==> config.mk <==
export PLATFORM = sky130hd
export DESIGN_NAME = thnl_ram
export DESIGN_NICKNAME = d
export VERILOG_FILES = /design/src/rtl/thnl_ram.sv
export SDC_FILE = /design/constraint.sdc
export NUM_CORES = 1
export LEC_CHECK = 0
export BUFFER_PORTS_ARGS = -buffer_cell sky130_fd_sc_hd__buf_2
export CAP_MARGIN = 25
export CORE_ASPECT_RATIO = 2
export CORE_MARGIN = 5
export CORE_UTILIZATION = 55
export DETAILED_ROUTE_END_ITERATION = 6
export PLACE_DENSITY_LB_ADDON = 0.08
export SETUP_SLACK_MARGIN = 0.2
export SLEW_MARGIN = 40
export SYNTH_ARGS = -nofsm -noshare
export SYNTH_HDL_FRONTEND = slang
export SYNTH_SLANG_ARGS = --single-unit
==> constraint.sdc <==
create_clock -name clk -period 2.15 [get_ports clk]
set_clock_uncertainty 0.2 [all_clocks]
set_input_delay 0.3225 -clock clk [delete_from_list [all_inputs] [get_ports clk]]
set_output_delay 0.3225 -clock clk [all_outputs]
set_load 0.005 [all_outputs]
==> src/rtl/thnl_ram.sv <==
// ----------------------------------------------------------------------------
// thnl_ram
// Simple dual-port synchronous RAM, one write and one registered read port.
// ----------------------------------------------------------------------------
`default_nettype none

module thnl_ram #(
    parameter int WIDTH = 8,
    parameter int DEPTH = 16,
    localparam int ADDR_W = (DEPTH > 1) ? $clog2(DEPTH) : 1
) (
    input  wire logic              clk,
    input  wire logic              we,
    input  wire logic [ADDR_W-1:0] waddr,
    input  wire logic [WIDTH-1:0]  wdata,
    input  wire logic              re,
    input  wire logic [ADDR_W-1:0] raddr,
    output logic      [WIDTH-1:0]  rdata
);

    logic [WIDTH-1:0] mem [DEPTH];

    // write port
    always_ff @(posedge clk)
    begin
        if (we)
            mem[waddr] <= wdata;
    end

    // read port, registered
    always_ff @(posedge clk)
    begin
        if (re)
            rdata <= mem[raddr];
    end

endmodule

`default_nettype wire

* After elaboration in Yosys (flattened, before gate mapping)
Memory sizes are Yosys's and may differ from the RTL's. A register that Yosys moved wholly into a read port is not among the register bits. Cells that the tools add are included. Widths: inputs -> output; s select.
Storage, ports and cells: flip-flop bits (word level) 0, word-level logic and storage cells 3, memory bits (writable) 128, memories kept 1, output and inout port bits 8, input bits 19
Operators by class: mux-type cells 2
Memory list:
- mem | words 16, bits a word 8, rd ports 1, clocked after Yosys merged registers in 1, write ports 1, RTL line 21 | logic [WIDTH-1:0] mem [DEPTH];
Operator list (number):
- $mux 1 | 2

* Longest topological paths before layout
Gate-level depths: netlist of run 1.
depth after elaboration 2, depth in mapped cells 5, depth with buffers taken out 3

* Worst setup path before layout of run 1
Ideal clock, no wire load.
path type input-to-reg, start point input port waddr[2], end point memory mem[0][0] (enable), library setup time 383 ps, arrival 1432 ps, buffers on the path 0, cell stages on the path 2, path slack 135 ps, cell sequence or3b_2 -> nor3_1
RTL lines:
- start: declaration | RTL line 14 | input wire logic [ADDR_W-1:0] waddr,
- end: declaration | RTL line 21
Straight into the memory's write port.

==> results.json, run 1 <==
{
  "status": "complete, no violations",
  "required_ns": 2.11,
  "num-fill-cells": 581,
  "syn_avg_cell_area_sq_um": 22.8,
  "synth_top_family_by_area": "multiplexers",
  "cts_tree": "built",
  "r2r-end": "rdata[5]",
  "worstMarginPinSlew_ns": 0.411,
  "netlist.area_leader.share": 0.781,
  "startpoint": "mem[1][5]",
  "dp_worst_setup_slack_ns": 0.138,
  "synth_compound_area_frac": 0.0230,
  "ios": 27,
  "clock_latency_ns": 0.41,
  "hold_class": "in -> reg",
  "hold_viol_final": 0,
  "synth.most_common_cell": "edfxtp_1",
  "path_buf_inv": 0,
  "drc": 0,
  "slew_viol_final": 0,
  "cts-buffers-inserted": 17,
  "core_area_sq_um": 9320,
  "cp_top_family": "multiplexers",
  "grt_pass1_wl_mm": 15.0,
  "drt-initial-drc-count": 110,
  "numPortBuffers": 26,
  "timing.fmax_ghz": 0.613,
  "synth_sequential_area_ratio": 0.781,
  "firstDrtPassIters": 4,
  "syn_to_final_growth_pct": 20.5,
  "synth_top_cell_by_area": "edfxtp_1",
  "worst_r2r_path_depth": 3,
  "final_nets": 306,
  "maxCapViolCount": 0,
  "critPathKind": "reg -> reg",
  "synthTopCellsByArea": "edfxtp_1 (78%), mux4_2 (7.8%), mux4_1 (7.0%), a22oi_1 (2.3%), nor2_1 (0.93%)",
  "postCtsResizedCells": 0,
  "synth_xor_area_frac": 0,
  "async_flop_share": 0,
  "syn_inst": 229,
  "gp_congestion": 0.802,
  "ys_seq_elements": 136,
  "max_stage_delay_ns": 0.52,
  "grt_pass1_vias": 2642,
  "vias": 2411,
  "synth_mux_area_frac": 0.148,
  "grt_usage": 0.185,
  "start_util": 0.561,
  "crit_slowest_cell": "mux4_1",
  "die_y_microns": 148,
  "synth-simple-area-share": 0.0314,
  "fp-row-count": 50,
  "cp.depth": 3,
  "post_cts_buffers": 0,
  "synth_edf_count": 136,
  "yosys_warnings": 0,
  "setup_violations": 0,
  "cts_sinks": 136,
  "layout-drive-gt1-share": 0.323,
  "n_antenna_cell": 0,
  "clock_path_buffers": 2,
  "dpl.hpwl_mm": 6.70,
  "worst_slack_ns": 0.520,
  "endpoint": "rdata[5]",
  "ys_types": 18,
  "tns_ns": 0,
  "grt_overflow": 0,
  "worstPathCellList": "mux4_1 -> a22oi_1 -> nand2_1",
  "antenna_found_initial": 0,
  "viasPerCell": 5.97,
  "p_leak_nw": 2.17,
  "holdWs_ns": 0.0822,
  "relSlewSlack": 0.725,
  "postRouteAntennaNets": 0,
  "rsz0062_at_grt": "false",
  "period_share": 0.758,
  "grt_max_degree": 33,
  "startpoint_type": "flop",
  "pwr_density_cell_nw_per_um2": 1040,
  "wirelength_mm": 9.71,
  "clockRootBuffer": "clkbuf_16",
  "ys_top_cells_by_count": "edfxtp_1 (136), mux4_2 (18), a22oi_1 (16), mux4_1 (14), nor2_1 (13)",
  "wire_per_inst_microns": 24.0,
  "synthAdderAreaFrac": 0,
  "reg2reg_slack_ns": 0.52,
  "cts_htree_levels": 4,
  "die_w_microns": 78.9,
  "synth.cell_area_sq_um": 5230,
  "fin_crit_ns": 1.63,
  "cp_data_arrival_time_ns": 1.59,
  "synthFlopType": "edfxtp_1",
  "vdd_ir_drop_max_mv": 0.827,
  "crit_path_end_kind": "flop",
  "syn-num-nets": 248,
  "die_area_sq_um": 11700,
  "crit_path_max_fanout": 1,
  "clkTransAtPathRegs_ns": 0.06,
  "reg2reg_from": "mem[1][5]",
  "hold_buffers": 0
}
layout make-up:
| type | instances | area [sq um] | share of cell area |
|---|---|---|---|
| Multi-Input combinational cell | 83 | 1060 | 0.169 |
| Clock inverter | 15 | 255 | 0.0405 |
| Clock buffer | 17 | 425 | 0.0676 |
| Sequential cell | 136 | 4080 | 0.649 |
| Tap cell | 104 | 130 | 0.0207 |
| Timing Repair Buffer | 49 | 340 | 0.0540 |
cells by family after synthesis:
group,Yosys count
buffers and inverters,10
muxes,32
DFF,136
AOI/OAI and AO/OA,16
and+or+nand+nor,35
cells in the final DEF, fill, tap and decap left out, drive strengths merged, types with 2 or more instances in the layout:
cell type / netlist / final
nand2b: 2 / 2
nor2: 13 / 13
bufinv: 0 / 7
nand3b: 2 / 2
clkbuf: 0 / 17
clkinv: 0 / 7
buf: 7 / 49
edfxtp: 136 / 136
nor3: 4 / 4
a22oi: 16 / 16
nand2: 9 / 9
mux4: 32 / 32
per-stage QoR:
step	cell area (sq um)	utilization	instances	power [mW]
6_report	6300	0.676	404	6.57
3_5_place_dp	5620	0.603	372	3.34
2_1_floorplan	5230	-	229	3.21
3_3_place_gp	5620	0.603	372	3.33
5_1_grt	6300	0.676	404	6.78
4_1_cts	6300	0.676	404	6.63
worst min path at each step:
stage / from / end / cells past startpoint
2_1_floorplan: wdata[0] / mem[0][0] / 0
3_3_place_gp: wdata[1] / mem[4][1] / 1
3_5_place_dp: re / rdata[2] / 1
4_1_cts: re / rdata[2] / 1
5_1_grt: re / rdata[2] / 1
6_report: re / rdata[2] / 1
metal layers:
metal	up-vias	track usage	part of all wire
met5	-	0	0
met4	0	0.0723	0.012
met3	7	0.0518	0.039
met2	66	0.338	0.59
met1	1243	0.199	0.36
li1	1095	-	-
power breakdown:
part	switching [mW]	internal [mW]	total [mW]
sequential	0.0143	2.99	3.00
clock	1.02	2.27	3.30
combinational	0.151	0.123	0.274
total	1.19	5.39	6.57
flip-flops by register name (all words and copies together) (netlist names):
name and flops:
mem 128, rdata 8
Power figures use the tool's default switching activity.
==> run 2: changes to the inputs <==
--- a/config.mk
+++ b/config.mk
@@ -9,7 +9,7 @@
 export CAP_MARGIN = 25
 export CORE_ASPECT_RATIO = 2
 export CORE_MARGIN = 5
-export CORE_UTILIZATION = 55
+export CORE_UTILIZATION = 54
 export DETAILED_ROUTE_END_ITERATION = 6
 export PLACE_DENSITY_LB_ADDON = 0.08
 export SETUP_SLACK_MARGIN = 0.2
==> constraint.sdc (replaced) <==
create_clock -name clk -period 1.3 [get_ports clk]
set_clock_uncertainty 0.2 [all_clocks]
set_input_delay 0.195 -clock clk [delete_from_list [all_inputs] [get_ports clk]]
set_output_delay 0.195 -clock clk [all_outputs]
set_load 0.005 [all_outputs]
==> results.json, run 2 (synthesized netlist as in run 1, its figures left out) <==
{
  "status": "finished with violations",
  "violations": "negative setup slack",
  "drt-initial-drc-count": 266,
  "core_area_sq_um": 9450,
  "p_leak_nw": 2.34,
  "die_y_microns": 149,
  "timing.fmax_ghz": 0.616,
  "layout-drive-gt1-share": 0.486,
  "cts_sinks": 136,
  "setup_violations": 12,
  "max_stage_delay_ns": 0.48,
  "clkTransAtPathRegs_ns": 0.06,
  "fin_util": 0.738,
  "design_area_sq_um": 6970,
  "vdd_ir_drop_max_mv": 1.56,
  "dp_worst_setup_slack_ns": -0.686,
  "die_area_sq_um": 11900,
  "top_register": "mem",
  "syn_to_final_growth_pct": 33.3,
  "final_nets": 335,
  "clock_path_buffers": 2,
  "tns_ns": -2.41,
  "crit_path_end_kind": "flop",
  "slew_viol_final": 0,
  "worstMarginPinSlew_ns": 0.785,
  "holdWs_ns": 0.188,
  "cts_tree": "built",
  "relSlewSlack": 0.474,
  "largest_register_ff_count": 128,
  "vias": 2590,
  "numPortBuffers": 26,
  "layout_commonest_cell": "edfxtp_1",
  "wirelength_mm": 10.9,
  "rsz0062_at_grt": "true",
  "num-fill-cells": 555,
  "top_regs": "mem (128), rdata (8)",
  "clockRootBuffer": "clkbuf_16",
  "cts-buffers-inserted": 17,
  "antenna_found_initial": 0,
  "fp-row-count": 50,
  "grt_pass1_vias": 2851,
  "crit_path_max_fanout": 1,
  "hold_class": "in -> reg",
  "wire_per_inst_microns": 23.8,
  "layout_common_cells": "edfxtp_1 (136), mux4_2 (32), buf_12 (25)",
  "viasPerCell": 5.64,
  "critPathKind": "reg -> reg",
  "p_total_mw": 10.6,
  "hold_viol_final": 0,
  "multiInputGateArea_sq_um": 1210,
  "fin_crit_ns": 1.62,
  "start_util": 0.553,
  "grt_overflow": 0,
  "pwr_density_cell_nw_per_um2": 1530,
  "post-place-cells": 416,
  "cp_data_arrival_time_ns": 1.58,
  "gp_congestion": 0.760,
  "postRouteAntennaNets": 0,
  "clock_latency_ns": 0.41,
  "die_w_microns": 79.6,
  "crit_slowest_cell": "mux4_2",
  "place_area_sq_um": 6170,
  "worst_slack_ns": -0.324,
  "grt_pass1_wl_mm": 16.9,
  "drc": 0,
  "grt_usage": 0.207,
  "cts_htree_levels": 4,
  "top_layer": "met4",
  "stdcell_count": 459,
  "dpl.hpwl_mm": 7.50,
  "period_share": 1.25,
  "maxCapViolCount": 0,
  "wl_met1_mm": 3.90,
  "startpoint_type": "flop",
  "required_ns": 1.25,
  "grt_max_degree": 17,
  "ios": 27,
  "routed-wl-met2_mm": 6.48,
  "wl_met3_microns": 352,
  "worstPathCellList": "mux4_2 -> a22oi_2 -> buf_4 -> nand2_1",
  "n_antenna_cell": 0,
  "firstDrtPassIters": 4,
  "seqCellArea_sq_um": 4080
}
==> run 2: changes by cell type in the layout (fill, tap and decap cells not counted), sizes merged <==
cell,before,now
buf,49,69
dlygate4sd3,0,9
inv,0,3
bufinv,7,4
clkinv,7,5
clkinvlp,1,3
==> run 2: power by group <==
part           switching [mW]  internal [mW]  total, mW
Sequential             0.0253           4.94       4.97
Clock                    1.79           3.22       5.00
Combinational           0.336          0.333      0.669
Total                    2.15           8.49       10.6
==> run 2: cell type report <==
class                      instances  share of cell area
timing repair buffer              78               0.128
clock buffer                      17              0.0610
sequential                       136               0.586
tap                              130              0.0233
multi-input combinational         83               0.173
clock inverter                    15              0.0285
==> run 2: path summary, 6_finish.rpt <==
kind              start         to  depth (start not counted)  slack, ns
max           mem[3][2]   rdata[2]                          4      -0.32
min            waddr[0]  mem[4][5]                          3       0.19
max reg2reg   mem[3][2]   rdata[2]                          4      -0.32
min reg2reg  mem[12][5]   rdata[5]                          3       0.56
==> run 2: per-layer routing <==
| metal | GRT usage | vias to the layer above |
|---|---|---|
| li1 | - | 1146 |
| met1 | 0.226 | 1364 |
| met2 | 0.382 | 67 |
| met3 | 0.0466 | 13 |
| met4 | 0.0757 | 0 |
| met5 | 0 | - |
==> run 2: worst max-delay path, delay by kind of cell, from the launching register on <==
family	cells	cell delay, ns
buffers and inverters	1	0.12
AND/OR/NAND/NOR	1	0.04
flip-flops	1	0.36
multiplexers	1	0.48
AO/OA/AOI/OAI	1	0.16
==> run 2: timing repair <==
item                                    in CTS  in global routing
hold buffers                                 9                  0
endpoints found under the hold margin      135                  0
gates resized for setup                     12                  4
pin swaps                                    2                  2
endpoints found under the setup margin      89                120
buffers inserted                             2                  0
==> run 3: changes to the inputs <==
--- a/config.mk
+++ b/config.mk
@@ -10,8 +10,10 @@
 export CORE_ASPECT_RATIO = 2
 export CORE_MARGIN = 5
 export CORE_UTILIZATION = 54
+export CTS_BUF_LIST = sky130_fd_sc_hd__clkbuf_16
 export DETAILED_ROUTE_END_ITERATION = 6
 export PLACE_DENSITY_LB_ADDON = 0.08
+export REMOVE_ABC_BUFFERS = 1
 export SETUP_SLACK_MARGIN = 0.2
 export SLEW_MARGIN = 40
 export SYNTH_ARGS = -nofsm -noshare
==> results.json, run 3 (synthesized netlist as in run 1, its figures left out) <==
{
  "status": "finished with violations",
  "fp-row-count": 50,
  "p_seq_frac": 0.498,
  "holdPathStages": 3,
  "layout_commonest_cell": "edfxtp_1",
  "postRouteAntennaNets": 0,
  "numPortBuffers": 26,
  "grt_pass1_wl_mm": 15.6,
  "place_area_sq_um": 5660,
  "drc": 0,
  "die_area_sq_um": 11900,
  "die_w_microns": 79.6,
  "cts_tree": "built",
  "grt_max_degree": 25,
  "firstDrtPassIters": 4,
  "layout_common_cells": "edfxtp_1 (136), mux4_2 (30), buf_2 (24)",
  "hold_viol_final": 0,
  "worst_slack_ns": -0.286,
  "grt_pass1_vias": 2687,
  "cts-buffers-inserted": 17,
  "crit_path_end_kind": "flop",
  "core_area_sq_um": 9450,
  "violations": "negative setup slack",
  "worst_r2r_path_depth": 3,
  "sw_frac_of_total": 0.201,
  "cellInternalPower_mw": 7.97,
  "p_clk_frac": 0.448,
  "rsz0062_at_grt": "true",
  "n_antenna_cell": 0,
  "die_y_microns": 149,
  "antenna_found_initial": 0,
  "p_leak_nw": 2.14,
  "gp_congestion": 0.794,
  "design_area_sq_um": 6450,
  "relSlewSlack": 0.603,
  "drt-initial-drc-count": 153,
  "hold_class": "in -> reg",
  "wire_per_inst_microns": 22.3,
  "max_stage_delay_ns": 0.50,
  "ios": 27,
  "cp_data_arrival_time_ns": 1.55,
  "p_total_mw": 9.98,
  "viasPerCell": 5.66,
  "p_switching_mw": 2.01,
  "setup_violations": 12,
  "worstMarginPinSlew_ns": 0.595,
  "startpoint_type": "flop",
  "critPathKind": "reg -> reg",
  "largest_register_ff_count": 128,
  "wirelength_mm": 9.86,
  "vias": 2503,
  "top_regs": "mem (128), rdata (8)",
  "crit_slowest_cell": "mux4_2",
  "clock_latency_ns": 0.41,
  "slew_viol_final": 0,
  "top_register": "mem",
  "layout-drive-gt1-share": 0.449,
  "final_nets": 319,
  "required_ns": 1.26,
  "fin_crit_ns": 1.59,
  "syn_to_final_growth_pct": 23.5,
  "maxCapViolCount": 0,
  "period_share": 1.22,
  "clock_path_buffers": 2,
  "grt_overflow": 0,
  "worstPathCellList": "mux4_2 -> a22oi_2 -> nand2_1",
  "pwr_density_cell_nw_per_um2": 1550,
  "cts_sinks": 136,
  "comb_power_share": 0.054,
  "grt_usage": 0.189,
  "start_util": 0.553,
  "dpl.hpwl_mm": 6.47,
  "clkTransAtPathRegs_ns": 0.06,
  "clockRootBuffer": "clkbuf_16",
  "vdd_ir_drop_max_mv": 1.27,
  "timing.fmax_ghz": 0.630,
  "cts_htree_levels": 4,
  "crit_path_max_fanout": 1
}
==> run 3: final cells by class <==
class                           instances  area [sq um]
Sequential cell                       136          4080
Clock inverter                         14           136
Clock buffer                           17           425
Multi-Input combinational cell         83          1140
Tap cell                              130           163
Timing Repair Buffer                   62           505
Fill cell                             618          2990
==> run 3: worst paths after layout <==
| path | start | to | slack (ns) |
|---|---|---|---|
| worst min register to register | mem[14][6] | rdata[6] | 0.55 |
| worst min-delay path | waddr[1] | mem[0][3] | 0.16 |
| worst max-delay path | mem[3][4] | rdata[4] | -0.29 |
| worst max register to register | mem[3][4] | rdata[4] | -0.29 |
==> run 3: critical path, delay by kind of cell (launching register included) <==
family	cells	cell delay, ns
AOI/OAI and AO/OA	1	0.19
DFF	1	0.37
muxes	1	0.50
and+or+nand+nor	1	0.07
==> run 3: power by group through the flow <==
| stage | logic (mW) | registers [mW] | clock network (mW) |
|---|---|---|---|
| 4_1_cts | 0.524 | 4.97 | 4.55 |
| 3_3_place_gp | 0.454 | 5.05 | 0 |
| 3_5_place_dp | 0.461 | 5.06 | 0 |
| 5_1_grt | 0.584 | 4.97 | 4.76 |
| 6_report | 0.538 | 4.97 | 4.47 |
| 2_1_floorplan | 0.197 | 5.05 | 0 |
==> run 3: per-layer routing <==
metal / wire length (microns) / vias up / GRT usage
met5: 0 / - / 0
met4: 155 / 0 / 0.0723
met3: 425 / 13 / 0.0520
met2: 5550 / 70 / 0.322
met1: 3730 / 1308 / 0.225
li1: - / 1112 / -
==> run 3: per-stage QoR <==
| stage | worst slack (ns) | utilization | setup TNS [ns] | cells | hold WS [ns] |
|---|---|---|---|---|---|
| after floorplan | -0.588 | - | -23.94 | 219 | 0.0939 |
| after global placement | -0.626 | 0.599 | -32.43 | 402 | 0.368 |
| after detailed placement | -0.626 | 0.599 | -34.52 | 402 | 0.373 |
| after CTS | -0.298 | 0.673 | -2.43 | 442 | 0.108 |
| after global routing | -0.334 | 0.683 | -2.77 | 442 | 0.160 |
| final | -0.286 | 0.683 | -2.11 | 442 | 0.160 |
==> run 3: timing repair <==
action                                  in CTS  in global routing
endpoints found under the hold margin      136                  0
endpoints found under the setup margin      69                 98
setup buffers                                0                  0
gates resized for setup                     31                 24
hold buffers                                 9                  0
pin swaps                                   15                 12
